==> src/sv/plc_pkg.sv <==
// Shared constants and types for the pen line clipper.
// Holds widths, operation, status and register codes, register reset values and the divider status struct.
// No dependencies.
package plc_pkg;

   // default coordinate width
   localparam int COORD_BITS_DEF = 16;

   // register index width on the configuration channel
   localparam int CSR_ADDR_BITS = 4;

   // operation codes
   localparam logic [1:0] OP_MOVE_ABS = 2'd0;
   localparam logic [1:0] OP_MOVE_REL = 2'd1;
   localparam logic [1:0] OP_DRAW_ABS = 2'd2;
   localparam logic [1:0] OP_DRAW_REL = 2'd3;

   // clip status codes
   localparam logic [1:0] STATUS_UNCLIPPED = 2'd0;
   localparam logic [1:0] STATUS_PARTLY    = 2'd1;
   localparam logic [1:0] STATUS_REJECTED  = 2'd2;

   // register indexes
   localparam logic [CSR_ADDR_BITS-1:0] REG_CLIP_LEFT   = 4'd0;
   localparam logic [CSR_ADDR_BITS-1:0] REG_CLIP_RIGHT  = 4'd1;
   localparam logic [CSR_ADDR_BITS-1:0] REG_CLIP_TOP    = 4'd2;
   localparam logic [CSR_ADDR_BITS-1:0] REG_CLIP_BOTTOM = 4'd3;

   // register reset values
   localparam int CLIP_LEFT_RST   = 0;
   localparam int CLIP_RIGHT_RST  = 1023;
   localparam int CLIP_TOP_RST    = 0;
   localparam int CLIP_BOTTOM_RST = 1023;

   // divider status towards the sequencer
   typedef struct packed {
      logic busy;
      logic done;
   } div_status_type;

endpackage

==> src/sv/plc_if.sv <==
// Channel interfaces of the pen line clipper: request, response and register write.
// Depends on plc_pkg for the default coordinate width and register index width.
interface plc_req_if #(
   parameter int COORD_BITS = plc_pkg::COORD_BITS_DEF
);
   logic                         valid;
   logic                         ready;
   logic [1:0]                   operation;
   logic signed [COORD_BITS-1:0] coord_x;
   logic signed [COORD_BITS-1:0] coord_y;

   modport source (output valid, operation, coord_x, coord_y, input ready);
   modport sink   (input valid, operation, coord_x, coord_y, output ready);
endinterface

interface plc_rsp_if #(
   parameter int COORD_BITS = plc_pkg::COORD_BITS_DEF
);
   logic                         valid;
   logic                         ready;
   logic                         draw_valid;
   logic [1:0]                   clip_status;
   logic signed [COORD_BITS-1:0] start_x;
   logic signed [COORD_BITS-1:0] start_y;
   logic signed [COORD_BITS-1:0] end_x;
   logic signed [COORD_BITS-1:0] end_y;

   modport source (output valid, draw_valid, clip_status, start_x, start_y, end_x, end_y,
                   input ready);
   modport sink   (input valid, draw_valid, clip_status, start_x, start_y, end_x, end_y,
                   output ready);
endinterface

interface plc_csr_if #(
   parameter int COORD_BITS = plc_pkg::COORD_BITS_DEF
);
   logic                               valid;
   logic                               ready;
   logic [plc_pkg::CSR_ADDR_BITS-1:0]  index;
   logic [COORD_BITS-1:0]              data;

   modport source (output valid, index, data, input ready);
   modport sink   (input valid, index, data, output ready);
endinterface

==> src/sv/plc_divider.sv <==
// Radix-2 restoring signed divider, quotient truncated toward zero.
// One quotient bit per cycle; depends on plc_pkg for the status struct.
module plc_divider #(
   parameter int NUM_BITS = 2 * plc_pkg::COORD_BITS_DEF + 3,
   parameter int DEN_BITS = plc_pkg::COORD_BITS_DEF + 1
) (
   input  logic                       clock,
   input  logic                       reset,
   input  logic                       start,
   input  logic signed [NUM_BITS-1:0] dividend,
   input  logic signed [DEN_BITS-1:0] divisor,
   output plc_pkg::div_status_type    status,
   output logic signed [NUM_BITS-1:0] quotient
);

   localparam int CNT_BITS = $clog2(NUM_BITS + 1);

   logic                busy_ff, busy_in;
   logic                done_ff, done_in;
   logic [CNT_BITS-1:0] cnt_ff, cnt_in;
   logic [NUM_BITS-1:0] num_ff, num_in;
   logic [DEN_BITS-1:0] rem_ff, rem_in;
   logic [DEN_BITS-1:0] den_ff, den_in;
   logic                neg_ff, neg_in;

   logic [DEN_BITS:0]   rem_sh;
   logic [DEN_BITS:0]   rem_sub;
   logic                fits;

   // one restoring step
   assign rem_sh  = {rem_ff, num_ff[NUM_BITS-1]};
   assign fits    = rem_sh >= {1'b0, den_ff};
   assign rem_sub = rem_sh - {1'b0, den_ff};

   always_comb begin
      busy_in = busy_ff;
      done_in = 1'b0;
      cnt_in  = cnt_ff;
      num_in  = num_ff;
      rem_in  = rem_ff;
      den_in  = den_ff;
      neg_in  = neg_ff;
      if (start) begin
         busy_in = 1'b1;
         cnt_in  = CNT_BITS'(NUM_BITS);
         num_in  = dividend[NUM_BITS-1] ? NUM_BITS'(-dividend) : NUM_BITS'(dividend);
         den_in  = divisor[DEN_BITS-1] ? DEN_BITS'(-divisor) : DEN_BITS'(divisor);
         rem_in  = '0;
         neg_in  = dividend[NUM_BITS-1] ^ divisor[DEN_BITS-1];
      end else if (busy_ff) begin
         num_in = {num_ff[NUM_BITS-2:0], fits};
         rem_in = fits ? rem_sub[DEN_BITS-1:0] : rem_sh[DEN_BITS-1:0];
         cnt_in = cnt_ff - 1'b1;
         if (cnt_ff == CNT_BITS'(1)) begin
            busy_in = 1'b0;
            done_in = 1'b1;
         end
      end
   end

   always_ff @(posedge clock) begin
      if (reset) begin
         busy_ff <= 1'b0;
         done_ff <= 1'b0;
         cnt_ff  <= '0;
      end else begin
         busy_ff <= busy_in;
         done_ff <= done_in;
         cnt_ff  <= cnt_in;
      end
      num_ff <= num_in;
      rem_ff <= rem_in;
      den_ff <= den_in;
      neg_ff <= neg_in;
   end

   // apply the sign to the magnitude
   assign quotient    = neg_ff ? -$signed(num_ff) : $signed(num_ff);
   assign status.busy = busy_ff;
   assign status.done = done_ff;

   // checks
   a_start_idle: assert property (@(posedge clock) disable iff (reset)
      start |-> !busy_ff)
      else $error("divider started while busy");

   a_last_step_done: assert property (@(posedge clock) disable iff (reset)
      (busy_ff && !start && cnt_ff == CNT_BITS'(1)) |=> done_ff)
      else $error("divider missed its done pulse");

   a_done_not_busy: assert property (@(posedge clock) disable iff (reset)
      done_ff |-> !busy_ff)
      else $error("divider done while still busy");

endmodule

==> src/sv/pen_line_clipper.sv <==
// Pen line clipper top level: pen position, window registers, clipping sequencer.
// Depends on plc_pkg, the channel interfaces in plc_if and plc_divider.
//
//   channel    dir  payload                                           transfer
//   req_chan   in   operation, coord_x, coord_y                       valid && ready
//   rsp_chan   out  draw_valid, clip_status, start/end x and y        valid && ready
//   csr_chan   in   index, data (clip_left/right/top/bottom = 0..3)  valid && ready
//
// A move passes from the request transfer through the check and done states to the
// response register. A draw takes up to four solves, each a multiply, a rounding add
// and 2*COORD_BITS+3 steps of the shared divider. The request side is ready only while
// the sequencer is idle; a finished result waits in the response register until it is
// taken, and a further result holds the sequencer in its done state until the register is free.
// Reset is synchronous: pen goes to 0,0 and the window to its default.
module pen_line_clipper #(
   parameter int COORD_BITS = plc_pkg::COORD_BITS_DEF
) (
   input  logic      clock,
   input  logic      reset,
   plc_req_if.sink   req_chan,
   plc_rsp_if.source rsp_chan,
   plc_csr_if.sink   csr_chan
);

   localparam int W  = COORD_BITS;
   localparam int EW = W + 1;        // extents and differences
   localparam int PW = 2 * EW;       // products
   localparam int TW = PW + 1;       // product with rounding term
   localparam int VW = TW + 1;       // solved coordinate before it is checked

   localparam logic [3:0] S_IDLE  = 4'd0;
   localparam logic [3:0] S_CHECK = 4'd1;
   localparam logic [3:0] S_FX    = 4'd2;
   localparam logic [3:0] S_FY    = 4'd3;
   localparam logic [3:0] S_MUL   = 4'd4;
   localparam logic [3:0] S_RND   = 4'd5;
   localparam logic [3:0] S_DIV   = 4'd6;
   localparam logic [3:0] S_TEST  = 4'd7;
   localparam logic [3:0] S_NEXT  = 4'd8;
   localparam logic [3:0] S_DONE  = 4'd9;

   localparam logic MODE_X = 1'b0;   // edge on x, solve for y
   localparam logic MODE_Y = 1'b1;   // edge on y, solve for x

   localparam logic signed [W-1:0] COORD_MAX = {1'b0, {(W-1){1'b1}}};
   localparam logic signed [W-1:0] COORD_MIN = {1'b1, {(W-1){1'b0}}};

   // state
   logic [3:0]             state_ff, state_in;
   logic signed [W-1:0]    pen_x_ff, pen_x_in, pen_y_ff, pen_y_in;
   logic signed [W-1:0]    clip_left_ff, clip_right_ff, clip_top_ff, clip_bottom_ff;
   logic [1:0]             op_ff, op_in;
   logic signed [W-1:0]    ax_ff, ax_in, ay_ff, ay_in, bx_ff, bx_in, by_ff, by_in;
   logic signed [EW-1:0]   ext_x_ff, ext_x_in, ext_y_ff, ext_y_in;
   logic [W-1:0]           rnd_x_ff, rnd_x_in, rnd_y_ff, rnd_y_in;
   logic signed [VW-1:0]   px_ff, px_in, py_ff, py_in;
   logic signed [W-1:0]    sv_ff, sv_in;
   logic                   mode_ff, mode_in;
   logic                   blk_ff, blk_in;
   logic                   depth_ff, depth_in;
   logic                   ep_ff, ep_in;
   logic                   clipped_ff, clipped_in;
   logic                   any_clip_ff, any_clip_in;
   logic signed [W-1:0]    fa_x_ff, fa_x_in, fa_y_ff, fa_y_in;
   logic signed [PW-1:0]   prod_ff, prod_in;
   logic                   res_draw_ff, res_draw_in;
   logic [1:0]             res_status_ff, res_status_in;
   logic signed [W-1:0]    res_sx_ff, res_sx_in, res_sy_ff, res_sy_in;
   logic signed [W-1:0]    res_ex_ff, res_ex_in, res_ey_ff, res_ey_in;
   logic                   rsp_valid_ff, rsp_valid_in;
   logic                   rsp_draw_ff, rsp_draw_in;
   logic [1:0]             rsp_status_ff, rsp_status_in;
   logic signed [W-1:0]    rsp_sx_ff, rsp_sx_in, rsp_sy_ff, rsp_sy_in;
   logic signed [W-1:0]    rsp_ex_ff, rsp_ex_in, rsp_ey_ff, rsp_ey_in;

   // handshakes
   logic req_xfer, rsp_xfer, csr_xfer;
   assign req_chan.ready = (state_ff == S_IDLE);
   assign csr_chan.ready = 1'b1;
   assign req_xfer = req_chan.valid && req_chan.ready;
   assign rsp_xfer = rsp_valid_ff && rsp_chan.ready;
   assign csr_xfer = csr_chan.valid && csr_chan.ready;

   // target position, relative offsets saturate
   logic                is_rel, is_draw;
   logic signed [EW-1:0] sum_x, sum_y;
   logic signed [W-1:0]  tx, ty;
   assign is_rel  = (req_chan.operation == plc_pkg::OP_MOVE_REL) ||
                    (req_chan.operation == plc_pkg::OP_DRAW_REL);
   assign is_draw = (op_ff == plc_pkg::OP_DRAW_ABS) || (op_ff == plc_pkg::OP_DRAW_REL);
   assign sum_x = EW'(pen_x_ff) + EW'(req_chan.coord_x);
   assign sum_y = EW'(pen_y_ff) + EW'(req_chan.coord_y);

   always_comb begin
      tx = req_chan.coord_x;
      ty = req_chan.coord_y;
      if (is_rel) begin
         if (sum_x[W] != sum_x[W-1]) tx = sum_x[W] ? COORD_MIN : COORD_MAX;
         else                        tx = sum_x[W-1:0];
         if (sum_y[W] != sum_y[W-1]) ty = sum_y[W] ? COORD_MIN : COORD_MAX;
         else                        ty = sum_y[W-1:0];
      end
   end

   // window tests on the working endpoint
   logic signed [VW-1:0] cl_w, cr_w, ct_w, cb_w;
   logic                 px_lt_l, px_gt_r, py_lt_t, py_gt_b, out_x, out_y;
   logic signed [W-1:0]  edge_x, edge_y;
   assign cl_w    = VW'(clip_left_ff);
   assign cr_w    = VW'(clip_right_ff);
   assign ct_w    = VW'(clip_top_ff);
   assign cb_w    = VW'(clip_bottom_ff);
   assign px_lt_l = px_ff < cl_w;
   assign px_gt_r = px_ff > cr_w;
   assign py_lt_t = py_ff < ct_w;
   assign py_gt_b = py_ff > cb_w;
   assign out_x   = px_lt_l || px_gt_r;
   assign out_y   = py_lt_t || py_gt_b;
   assign edge_x  = px_lt_l ? clip_left_ff : clip_right_ff;
   assign edge_y  = py_lt_t ? clip_top_ff : clip_bottom_ff;

   // trivial reject: both ends beyond one edge
   logic trivial_out;
   assign trivial_out = (ax_ff < clip_left_ff   && bx_ff < clip_left_ff)  ||
                        (ax_ff > clip_right_ff  && bx_ff > clip_right_ff) ||
                        (ay_ff < clip_top_ff    && by_ff < clip_top_ff)   ||
                        (ay_ff > clip_bottom_ff && by_ff > clip_bottom_ff);

   // segment set-up
   logic signed [EW-1:0] ext_x_new, ext_y_new;
   logic [EW-1:0]        mag_x, mag_y;
   assign ext_x_new = EW'(bx_ff) - EW'(ax_ff);
   assign ext_y_new = EW'(by_ff) - EW'(ay_ff);
   assign mag_x     = ext_x_new[EW-1] ? EW'(-ext_x_new) : EW'(ext_x_new);
   assign mag_y     = ext_y_new[EW-1] ? EW'(-ext_y_new) : EW'(ext_y_new);

   // operands of the current solve
   logic signed [W-1:0]  sol_v0, sol_w0;
   logic signed [EW-1:0] sol_dw, sol_dv, sol_diff;
   logic [W-1:0]         sol_r;
   logic signed [PW-1:0] sol_prod;
   logic signed [TW-1:0] sol_t;
   assign sol_v0   = (mode_ff == MODE_X) ? ax_ff : ay_ff;
   assign sol_w0   = (mode_ff == MODE_X) ? ay_ff : ax_ff;
   assign sol_dw   = (mode_ff == MODE_X) ? ext_y_ff : ext_x_ff;
   assign sol_dv   = (mode_ff == MODE_X) ? ext_x_ff : ext_y_ff;
   assign sol_r    = (mode_ff == MODE_X) ? rnd_x_ff : rnd_y_ff;
   assign sol_diff = EW'(sv_ff) - EW'(sol_v0);
   assign sol_prod = sol_dw * sol_diff;
   // rounding term takes the sign of the product
   assign sol_t    = prod_ff[PW-1] ? (TW'(prod_ff) - TW'($signed({1'b0, sol_r})))
                                   : (TW'(prod_ff) + TW'($signed({1'b0, sol_r})));

   // shared divider
   logic                    div_start;
   plc_pkg::div_status_type div_status;
   logic signed [TW-1:0]    div_q;
   logic signed [VW-1:0]    sol_res;
   assign div_start = (state_ff == S_RND);
   assign sol_res   = VW'(sol_w0) + VW'(div_q);

   plc_divider #(
      .NUM_BITS (TW),
      .DEN_BITS (EW)
   ) u_div (
      .clock    (clock),
      .reset    (reset),
      .start    (div_start),
      .dividend (sol_t),
      .divisor  (sol_dv),
      .status   (div_status),
      .quotient (div_q)
   );

   // sequencer
   logic do_reject, test_y, test_out;
   assign test_y   = (blk_ff == depth_ff);
   assign test_out = test_y ? out_y : out_x;

   always_comb begin
      state_in      = state_ff;
      pen_x_in      = pen_x_ff;
      pen_y_in      = pen_y_ff;
      op_in         = op_ff;
      ax_in         = ax_ff;
      ay_in         = ay_ff;
      bx_in         = bx_ff;
      by_in         = by_ff;
      ext_x_in      = ext_x_ff;
      ext_y_in      = ext_y_ff;
      rnd_x_in      = rnd_x_ff;
      rnd_y_in      = rnd_y_ff;
      px_in         = px_ff;
      py_in         = py_ff;
      sv_in         = sv_ff;
      mode_in       = mode_ff;
      blk_in        = blk_ff;
      depth_in      = depth_ff;
      ep_in         = ep_ff;
      clipped_in    = clipped_ff;
      any_clip_in   = any_clip_ff;
      fa_x_in       = fa_x_ff;
      fa_y_in       = fa_y_ff;
      prod_in       = prod_ff;
      res_draw_in   = res_draw_ff;
      res_status_in = res_status_ff;
      res_sx_in     = res_sx_ff;
      res_sy_in     = res_sy_ff;
      res_ex_in     = res_ex_ff;
      res_ey_in     = res_ey_ff;
      rsp_valid_in  = rsp_xfer ? 1'b0 : rsp_valid_ff;
      rsp_draw_in   = rsp_draw_ff;
      rsp_status_in = rsp_status_ff;
      rsp_sx_in     = rsp_sx_ff;
      rsp_sy_in     = rsp_sy_ff;
      rsp_ex_in     = rsp_ex_ff;
      rsp_ey_in     = rsp_ey_ff;
      do_reject     = 1'b0;

      unique case (state_ff)
         S_IDLE: begin
            if (req_xfer) begin
               op_in    = req_chan.operation;
               ax_in    = pen_x_ff;
               ay_in    = pen_y_ff;
               bx_in    = tx;
               by_in    = ty;
               pen_x_in = tx;
               pen_y_in = ty;
               state_in = S_CHECK;
            end
         end
         S_CHECK: begin
            ext_x_in = ext_x_new;
            ext_y_in = ext_y_new;
            rnd_x_in = mag_x[W:1];
            rnd_y_in = mag_y[W:1];
            px_in    = VW'(ax_ff);
            py_in    = VW'(ay_ff);
            ep_in       = 1'b0;
            clipped_in  = 1'b0;
            any_clip_in = 1'b0;
            if (!is_draw) begin
               // a move reports the new pen position
               res_draw_in   = 1'b0;
               res_status_in = plc_pkg::STATUS_UNCLIPPED;
               res_sx_in     = bx_ff;
               res_sy_in     = by_ff;
               res_ex_in     = bx_ff;
               res_ey_in     = by_ff;
               state_in      = S_DONE;
            end else if (trivial_out) begin
               do_reject = 1'b1;
            end else begin
               state_in = S_FX;
            end
         end
         // pull to an x edge first
         S_FX: begin
            if (!out_x) begin
               state_in = S_FY;
            end else if (ext_x_ff == '0) begin
               do_reject = 1'b1;
            end else begin
               px_in    = VW'(edge_x);
               sv_in    = edge_x;
               mode_in  = MODE_X;
               blk_in   = 1'b0;
               depth_in = 1'b0;
               state_in = S_MUL;
            end
         end
         // then to a y edge
         S_FY: begin
            if (!out_y) begin
               state_in = S_NEXT;
            end else if (ext_y_ff == '0) begin
               do_reject = 1'b1;
            end else begin
               py_in    = VW'(edge_y);
               sv_in    = edge_y;
               mode_in  = MODE_Y;
               blk_in   = 1'b1;
               depth_in = 1'b0;
               state_in = S_MUL;
            end
         end
         S_MUL: begin
            prod_in  = sol_prod;
            state_in = S_RND;
         end
         S_RND: begin
            state_in = S_DIV;
         end
         S_DIV: begin
            if (div_status.done) begin
               if (mode_ff == MODE_X) py_in = sol_res;
               else                   px_in = sol_res;
               state_in = S_TEST;
            end
         end
         // check the solved coordinate, pull once more if needed
         S_TEST: begin
            if (!test_out) begin
               clipped_in = 1'b1;
               state_in   = blk_ff ? S_NEXT : S_FY;
            end else if (depth_ff) begin
               do_reject = 1'b1;
            end else if (test_y) begin
               if (ext_y_ff == '0) begin
                  do_reject = 1'b1;
               end else begin
                  py_in    = VW'(edge_y);
                  sv_in    = edge_y;
                  mode_in  = MODE_Y;
                  depth_in = 1'b1;
                  state_in = S_MUL;
               end
            end else begin
               if (ext_x_ff == '0) begin
                  do_reject = 1'b1;
               end else begin
                  px_in    = VW'(edge_x);
                  sv_in    = edge_x;
                  mode_in  = MODE_X;
                  depth_in = 1'b1;
                  state_in = S_MUL;
               end
            end
         end
         // endpoint finished: start the next or build the result
         S_NEXT: begin
            if (!ep_ff) begin
               fa_x_in     = px_ff[W-1:0];
               fa_y_in     = py_ff[W-1:0];
               any_clip_in = clipped_ff;
               clipped_in  = 1'b0;
               px_in       = VW'(bx_ff);
               py_in       = VW'(by_ff);
               ep_in       = 1'b1;
               state_in    = S_FX;
            end else begin
               res_draw_in   = 1'b1;
               res_status_in = (any_clip_ff || clipped_ff) ? plc_pkg::STATUS_PARTLY
                                                           : plc_pkg::STATUS_UNCLIPPED;
               res_sx_in     = fa_x_ff;
               res_sy_in     = fa_y_ff;
               res_ex_in     = px_ff[W-1:0];
               res_ey_in     = py_ff[W-1:0];
               state_in      = S_DONE;
            end
         end
         // hand the result to the response register once it is free
         S_DONE: begin
            if (!rsp_valid_ff || rsp_chan.ready) begin
               rsp_valid_in  = 1'b1;
               rsp_draw_in   = res_draw_ff;
               rsp_status_in = res_status_ff;
               rsp_sx_in     = res_sx_ff;
               rsp_sy_in     = res_sy_ff;
               rsp_ex_in     = res_ex_ff;
               rsp_ey_in     = res_ey_ff;
               state_in      = S_IDLE;
            end
         end
         default: begin
            state_in = S_IDLE;
         end
      endcase

      // rejected draws report the unclipped segment
      if (do_reject) begin
         res_draw_in   = 1'b0;
         res_status_in = plc_pkg::STATUS_REJECTED;
         res_sx_in     = ax_ff;
         res_sy_in     = ay_ff;
         res_ex_in     = bx_ff;
         res_ey_in     = by_ff;
         state_in      = S_DONE;
      end
   end

   // control and state registers
   always_ff @(posedge clock) begin
      if (reset) begin
         state_ff     <= S_IDLE;
         pen_x_ff     <= '0;
         pen_y_ff     <= '0;
         rsp_valid_ff <= 1'b0;
      end else begin
         state_ff     <= state_in;
         pen_x_ff     <= pen_x_in;
         pen_y_ff     <= pen_y_in;
         rsp_valid_ff <= rsp_valid_in;
      end
   end

   // window registers
   always_ff @(posedge clock) begin
      if (reset) begin
         clip_left_ff   <= W'(plc_pkg::CLIP_LEFT_RST);
         clip_right_ff  <= W'(plc_pkg::CLIP_RIGHT_RST);
         clip_top_ff    <= W'(plc_pkg::CLIP_TOP_RST);
         clip_bottom_ff <= W'(plc_pkg::CLIP_BOTTOM_RST);
      end else if (csr_xfer) begin
         unique case (csr_chan.index)
            plc_pkg::REG_CLIP_LEFT:   clip_left_ff   <= $signed(csr_chan.data);
            plc_pkg::REG_CLIP_RIGHT:  clip_right_ff  <= $signed(csr_chan.data);
            plc_pkg::REG_CLIP_TOP:    clip_top_ff    <= $signed(csr_chan.data);
            plc_pkg::REG_CLIP_BOTTOM: clip_bottom_ff <= $signed(csr_chan.data);
            default: ;
         endcase
      end
   end

   // working and payload registers
   always_ff @(posedge clock) begin
      op_ff         <= op_in;
      ax_ff         <= ax_in;
      ay_ff         <= ay_in;
      bx_ff         <= bx_in;
      by_ff         <= by_in;
      ext_x_ff      <= ext_x_in;
      ext_y_ff      <= ext_y_in;
      rnd_x_ff      <= rnd_x_in;
      rnd_y_ff      <= rnd_y_in;
      px_ff         <= px_in;
      py_ff         <= py_in;
      sv_ff         <= sv_in;
      mode_ff       <= mode_in;
      blk_ff        <= blk_in;
      depth_ff      <= depth_in;
      ep_ff         <= ep_in;
      clipped_ff    <= clipped_in;
      any_clip_ff   <= any_clip_in;
      fa_x_ff       <= fa_x_in;
      fa_y_ff       <= fa_y_in;
      prod_ff       <= prod_in;
      res_draw_ff   <= res_draw_in;
      res_status_ff <= res_status_in;
      res_sx_ff     <= res_sx_in;
      res_sy_ff     <= res_sy_in;
      res_ex_ff     <= res_ex_in;
      res_ey_ff     <= res_ey_in;
      rsp_draw_ff   <= rsp_draw_in;
      rsp_status_ff <= rsp_status_in;
      rsp_sx_ff     <= rsp_sx_in;
      rsp_sy_ff     <= rsp_sy_in;
      rsp_ex_ff     <= rsp_ex_in;
      rsp_ey_ff     <= rsp_ey_in;
   end

   // response outputs
   assign rsp_chan.valid       = rsp_valid_ff;
   assign rsp_chan.draw_valid  = rsp_draw_ff;
   assign rsp_chan.clip_status = rsp_status_ff;
   assign rsp_chan.start_x     = rsp_sx_ff;
   assign rsp_chan.start_y     = rsp_sy_ff;
   assign rsp_chan.end_x       = rsp_ex_ff;
   assign rsp_chan.end_y       = rsp_ey_ff;

   // checks
   a_draw_not_rejected: assert property (@(posedge clock) disable iff (reset)
      (rsp_valid_ff && rsp_draw_ff) |-> (rsp_status_ff != plc_pkg::STATUS_REJECTED))
      else $error("rendered segment marked as rejected");

   a_move_is_point: assert property (@(posedge clock) disable iff (reset)
      (rsp_valid_ff && !rsp_draw_ff && rsp_status_ff == plc_pkg::STATUS_UNCLIPPED)
      |-> (rsp_sx_ff == rsp_ex_ff && rsp_sy_ff == rsp_ey_ff))
      else $error("move result with differing endpoints");

   a_busy_after_req: assert property (@(posedge clock) disable iff (reset)
      req_xfer |=> !req_chan.ready)
      else $error("request taken while an item is at work");

   a_div_done_waited: assert property (@(posedge clock) disable iff (reset)
      div_status.done |-> (state_ff == S_DIV))
      else $error("divider finished outside the wait state");

endmodule

==> src/flat_wrapper.sv <==
// flat-port wrapper written by rule: the top's interface ports become plain ports
module pen_line_clipper_flat 
#(
   parameter int COORD_BITS = plc_pkg::COORD_BITS_DEF
)
  (clock, reset, req_chan_valid, req_chan_operation, req_chan_coord_x, req_chan_coord_y, req_chan_ready, rsp_chan_valid, rsp_chan_draw_valid, rsp_chan_clip_status, rsp_chan_start_x, rsp_chan_start_y, rsp_chan_end_x, rsp_chan_end_y, rsp_chan_ready, csr_chan_valid, csr_chan_index, csr_chan_data, csr_chan_ready);
  plc_req_if #(.COORD_BITS(COORD_BITS)) req_chan_i ();
  plc_rsp_if #(.COORD_BITS(COORD_BITS)) rsp_chan_i ();
  plc_csr_if #(.COORD_BITS(COORD_BITS)) csr_chan_i ();
  input  logic clock;
  input  logic reset;
  input wire logic [$bits(req_chan_i.valid)-1:0] req_chan_valid;
  input wire logic [$bits(req_chan_i.operation)-1:0] req_chan_operation;
  input wire logic [$bits(req_chan_i.coord_x)-1:0] req_chan_coord_x;
  input wire logic [$bits(req_chan_i.coord_y)-1:0] req_chan_coord_y;
  output wire logic [$bits(req_chan_i.ready)-1:0] req_chan_ready;
  output wire logic [$bits(rsp_chan_i.valid)-1:0] rsp_chan_valid;
  output wire logic [$bits(rsp_chan_i.draw_valid)-1:0] rsp_chan_draw_valid;
  output wire logic [$bits(rsp_chan_i.clip_status)-1:0] rsp_chan_clip_status;
  output wire logic [$bits(rsp_chan_i.start_x)-1:0] rsp_chan_start_x;
  output wire logic [$bits(rsp_chan_i.start_y)-1:0] rsp_chan_start_y;
  output wire logic [$bits(rsp_chan_i.end_x)-1:0] rsp_chan_end_x;
  output wire logic [$bits(rsp_chan_i.end_y)-1:0] rsp_chan_end_y;
  input wire logic [$bits(rsp_chan_i.ready)-1:0] rsp_chan_ready;
  input wire logic [$bits(csr_chan_i.valid)-1:0] csr_chan_valid;
  input wire logic [$bits(csr_chan_i.index)-1:0] csr_chan_index;
  input wire logic [$bits(csr_chan_i.data)-1:0] csr_chan_data;
  output wire logic [$bits(csr_chan_i.ready)-1:0] csr_chan_ready;
  assign req_chan_i.valid = req_chan_valid;
  assign req_chan_i.operation = req_chan_operation;
  assign req_chan_i.coord_x = req_chan_coord_x;
  assign req_chan_i.coord_y = req_chan_coord_y;
  assign req_chan_ready = req_chan_i.ready;
  assign rsp_chan_valid = rsp_chan_i.valid;
  assign rsp_chan_draw_valid = rsp_chan_i.draw_valid;
  assign rsp_chan_clip_status = rsp_chan_i.clip_status;
  assign rsp_chan_start_x = rsp_chan_i.start_x;
  assign rsp_chan_start_y = rsp_chan_i.start_y;
  assign rsp_chan_end_x = rsp_chan_i.end_x;
  assign rsp_chan_end_y = rsp_chan_i.end_y;
  assign rsp_chan_i.ready = rsp_chan_ready;
  assign csr_chan_i.valid = csr_chan_valid;
  assign csr_chan_i.index = csr_chan_index;
  assign csr_chan_i.data = csr_chan_data;
  assign csr_chan_ready = csr_chan_i.ready;
  pen_line_clipper #(.COORD_BITS(COORD_BITS)) u_core (.clock(clock), .reset(reset), .req_chan(req_chan_i), .rsp_chan(rsp_chan_i), .csr_chan(csr_chan_i));
endmodule
==> config.mk <==
export PLATFORM = sky130hd
export DESIGN_NAME = pen_line_clipper_flat
export DESIGN_NICKNAME = d
export VERILOG_FILES = /design/src/sv/plc_pkg.sv /design/src/sv/plc_if.sv /design/src/sv/plc_divider.sv /design/src/sv/pen_line_clipper.sv /design/src/flat_wrapper.sv
export SDC_FILE = /design/constraint.sdc
export NUM_CORES = 2
export LEC_CHECK = 0
export BUFFER_PORTS_ARGS = -buffer_cell sky130_fd_sc_hd__buf_2
export CORE_UTILIZATION = 28
export DETAILED_ROUTE_END_ITERATION = 16
export MAX_ROUTING_LAYER = met4
export PLACE_DENSITY = 0.49
export SETUP_SLACK_MARGIN = 0.5
export SLEW_MARGIN = 15
export SYNTH_ARGS = -nofsm -noshare
export SYNTH_HDL_FRONTEND = slang
export SYNTH_SLANG_ARGS = --single-unit
==> constraint.sdc <==
create_clock -name clock -period 15.46 [get_ports clock]
set_input_delay 0.773 -clock clock [delete_from_list [all_inputs] [get_ports clock]]
set_output_delay 0.773 -clock clock [all_outputs]
set_load 0.01 [all_outputs]
==> impl_table.tex <==
\begin{tabular}{lr}
\hline
Metric & Value \\
\hline
\multicolumn{2}{l}{\textbf{Yosys}} \\
\quad Most numerous cell in the Yosys netlist & nand2\_1 \\
\quad Number of enable-type register cells in the synthesized netlist & about 480 \\
\quad FF+latch count, synth & about 600 \\
\quad Area contributors post-synth & edfxtp\_1 (28\%), ha\_1 (13\%), fa\_1 (12\%), dfxtp\_1 (5.0\%), nand2\_1 (4.9\%) \\
\quad Syn Std Cell Area & 51700 sq um \\
\quad Unique masters post-synth & 87 \\
\quad Sequential share of the synthesized area & 0.326 \\
\quad Gate count of the mapped netlist & between 5000 and 6000 \\
\quad Fraction of synthesized cell area taken by the top area cell type & 0.276 \\
\quad Top post-synthesis cells by count & nand2\_1 (673), inv\_1 (570), ha\_1 (525) \\
\quad Largest area contributor in the netlist & edfxtp\_1 \\
\quad Synth Net Count & 6393 \\
\quad Average cell area after synthesis & around 9.4 sq um \\
\quad Yosys warns & 0 \\
\quad Commonest register cell after synthesis & edfxtp\_1 \\
\quad Post-synth ARST share & 0 \\
\multicolumn{2}{l}{\textbf{Floorplan}} \\
\quad I/O pin count & 129 \\
\quad Height of the chip & $\sim$430 um \\
\quad Std-Cell Rows & between 150 and 200 \\
\quad Core region area & 183000 sq um \\
\quad Die area & 186000 sq um \\
\quad Horizontal die dimension & $\sim$430 um \\
\quad Initial core utilization & 0.282 \\
\multicolumn{2}{l}{\textbf{Critical path}} \\
\quad Library cell contributing the largest single delay on the critical path & o41ai\_1 \\
\quad Nature of the critical path endpoint & flop \\
\quad Endpoint of the lowest-slack register-to-register path & u\_core.prod\_ff[33] \\
\quad Crit-path max FO & 18 \\
\quad Setup CP Type & flop to flop \\
\quad Longest individual stage delay on the worst path & 0.80 ns \\
\quad R2r startpoint & u\_core.mode\_ff \\
\quad Startpoint type of the worst setup path & flop \\
\quad Data required time of the critical path & 15.90 ns \\
\quad Reg2reg setup slack & 4.41 ns \\
\quad Cell repeated most along the worst path & fa\_1 \\
\quad Source of the critical timing path & u\_core.mode\_ff \\
\quad Critical Path AT & 11.49 ns \\
\quad Depth of the worst register-to-register path & 34 \\
\multicolumn{2}{l}{\textbf{GRT}} \\
\quad Global Route met1 Usage & 0.271 \\
\quad Global routing usage summed across all routing layers & 0.201 \\
\quad GRT met2 Usage & 0.312 \\
\quad Sum of overflow across all layers after global routing & 0 \\
\quad Most crowded layer after global routing & met2 \\
\quad Pin count of the biggest net entering global routing & 89 \\
\quad Met3 track demand over resource in global routing & 0.0214 \\
\quad Vias in the first global route & 40208 \\
\quad Global-route wire length before repair & 271000 um \\
\quad Initial antenna violation count & 10 \\
\multicolumn{2}{l}{\textbf{STA}} \\
\quad Worst hold margin & 0.249 ns \\
\quad Minimum clock period & 11.05 ns \\
\quad Slew Viols, Final & 0 \\
\quad Highest clock frequency the design can meet & 90.5 MHz \\
\quad Tcrit/Tclk final & 0.714 \\
\quad Final count of hold timing violations & 0 \\
\quad Total Neg Setup Slack & 0 ns \\
\quad Final setup violating endpoints & 0 \\
\quad Transition time of the tightest slew-check pin & between 1 and 1.5 ns \\
\quad Worst relative slew slack & 0.225 \\
\quad Largest clock skew in the final design & 0.0663 ns \\
\quad RSZ-0062 raised after global routing & false \\
\multicolumn{2}{l}{\textbf{Placed design}} \\
\quad Count of input and output buffers & 127 \\
\quad HPWL Detailed & 147000 um \\
\quad Gpl congestion & 1.02 \\
\quad Cells after DPL & around 8000 \\
\multicolumn{2}{l}{\textbf{Route}} \\
\quad Initial DRC Count & 3466 \\
\quad Total wire length & $\sim$180000 um \\
\quad Routed WL per cell & 22.7 um \\
\quad Vias per inst & 5.10 \\
\quad First-pass detailed-route iteration total & 5 \\
\quad Vias & 41521 \\
\quad Drc violations & 0 \\
\quad Count of antenna-violating nets left after detailed routing & 0 \\
\multicolumn{2}{l}{\textbf{Clock tree}} \\
\quad Clk buf depth & 3 \\
\quad Maximum level of the CTS H-tree & 3 \\
\quad Skew-Pair Late Insertion Delay & roughly 0.72 ns \\
\quad CTS Sinks & 604 \\
\quad Setup Fix Bufs, Post-CTS & 0 \\
\quad Clock tree from TritonCTS & done \\
\quad Clock Root Buffer & clkbuf\_16 \\
\quad Number of CTS-inserted buffers & 75 \\
\quad Clock-pin slew of the registers on the worst-case setup and hold paths & about 0.070 ns \\
\quad Number of hold buffers added after cts & 0 \\
\quad \# resized after CTS & 0 \\
\multicolumn{2}{l}{\textbf{Finish}} \\
\quad Finished Core Util & 0.317 \\
\quad Area added between synthesis and finish & 12.4\% \\
\quad Number of nets in the finished design & 6500 \\
\quad Share of final-layout standard cells stronger than drive strength 1 & 0.0749 \\
\quad Number of non-filler instances in the completed layout & 8145 \\
\quad Area of the multi-input gates & roughly 32000 sq um \\
\quad Filler Cells Inserted & 19072 \\
\quad FF+latch area & between 15000 and 20000 sq um \\
\multicolumn{2}{l}{\textbf{Outcome}} \\
\quad Run status & completed \\
\multicolumn{2}{l}{\textbf{Min path}} \\
\quad Worst min-delay path endpoint & u\_core.op\_ff[1] \\
\quad Min-Delay Path Depth & 1 \\
\quad Type of the most critical hold path & input port to flop \\
\quad Hold\_sp & req\_chan\_operation[1] \\
\multicolumn{2}{l}{\textbf{Run}} \\
\quad Maximum capacitance violations & 0 \\
\hline
\end{tabular}
-- registers in the layout, summed over array words and instances (netlist names), 17 cells and up --
signal and count:
u_core.px_ff 36, u_core.py_ff 36, u_core.u_div.num_ff 35, u_core.prod_ff 34, u_core.ext_x_ff 17, u_core.ext_y_ff 17, u_core.u_div.den_ff 17, u_core.u_div.rem_ff 17
-- routing by layer --
metal | vias to the layer above | routed length, um
li1 | 19543 | -
met1 | 20559 | 85100
met2 | 1169 | 84300
met3 | 250 | 9290
met4 | 0 | 6190
met5 | - | 0
-- cell usage in the layout (no fill, tap or decap), types with 21 or more instances in the layout --
cell and count:
inv_1 567, nand3_1 65, nand2b_1 63, nor2_1 478, o21bai_1 21, and2_1 40, o211ai_1 25, and3_1 25
ha_1 525, a311oi_1 23, nand2_1 672, or3_1 33, dfxtp_1 129, nor4_1 42, xnor2_1 202, a211oi_1 45
a21oi_1 324, fa_1 304, mux2i_1 120, nor2b_1 64, mux2_2 27, buf_4 81, a21o_1 110, edfxtp_1 475
clkbuf_16 76, a211o_1 25, a31oi_1 44, nand4_1 56, o21a_1 47, xor2_1 77, nor3_1 106, o31ai_1 29
o21ai_0 270, buf_2 126
-- cell type report --
class,instances,area share
multi-input combinational,4150,0.553
sequential,604,0.290
tap,2464,0.0531
inverter,574,0.0371
clock buffer,94,0.0353
timing repair buffer,207,0.0213
clock inverter,45,0.00989
antenna,7,0.000302
-- per-stage QoR --
stage	setup WS, ns	instance area [sq um]
after CTS	4.50	58000
after floorplan	3.66	51700
after global placement	4.61	55400
final	4.41	58100
after detailed placement	4.55	55400
after global routing	3.98	58100
-- critical path: cells and delay by family, from the launching register on --
family | cells | cell delay, ns
AO/OA/AOI/OAI | 17 | 4.57
adder cells (fa/ha/maj) | 9 | 3.98
AND/OR/NAND/NOR | 4 | 1.46
flip-flops | 1 | 0.54
buffers and inverters | 4 | 0.20
-- cells by family (layout without fill, tap and decap cells) --
family,Yosys count,in the layout,share of synthesized area
muxes,148,148,0.0293
buffers and inverters,751,920,0.0548
DFF,604,604,0.326
adders and majority gates,830,830,0.245
and+or+nand+nor,1745,1745,0.154
other,1,8,0.0000726
xor gates and xnor gates,279,279,0.0473
AOI/OAI and AO/OA,1147,1147,0.143
-- worst max-delay path by stage --
stage	end	slack, ns	cells after the start
final	u_core.prod_ff[33]	4.41	34
after floorplan	u_core.prod_ff[32]	3.66	41
after CTS	u_core.prod_ff[33]	4.50	34
after global routing	u_core.prod_ff[33]	3.98	34
after global placement	u_core.prod_ff[33]	4.61	34
after detailed placement	u_core.prod_ff[33]	4.55	34
Power is left out: the tool's default activity adds up to more than one toggle a clock period on the data nets, which glitch-free logic cannot reach.
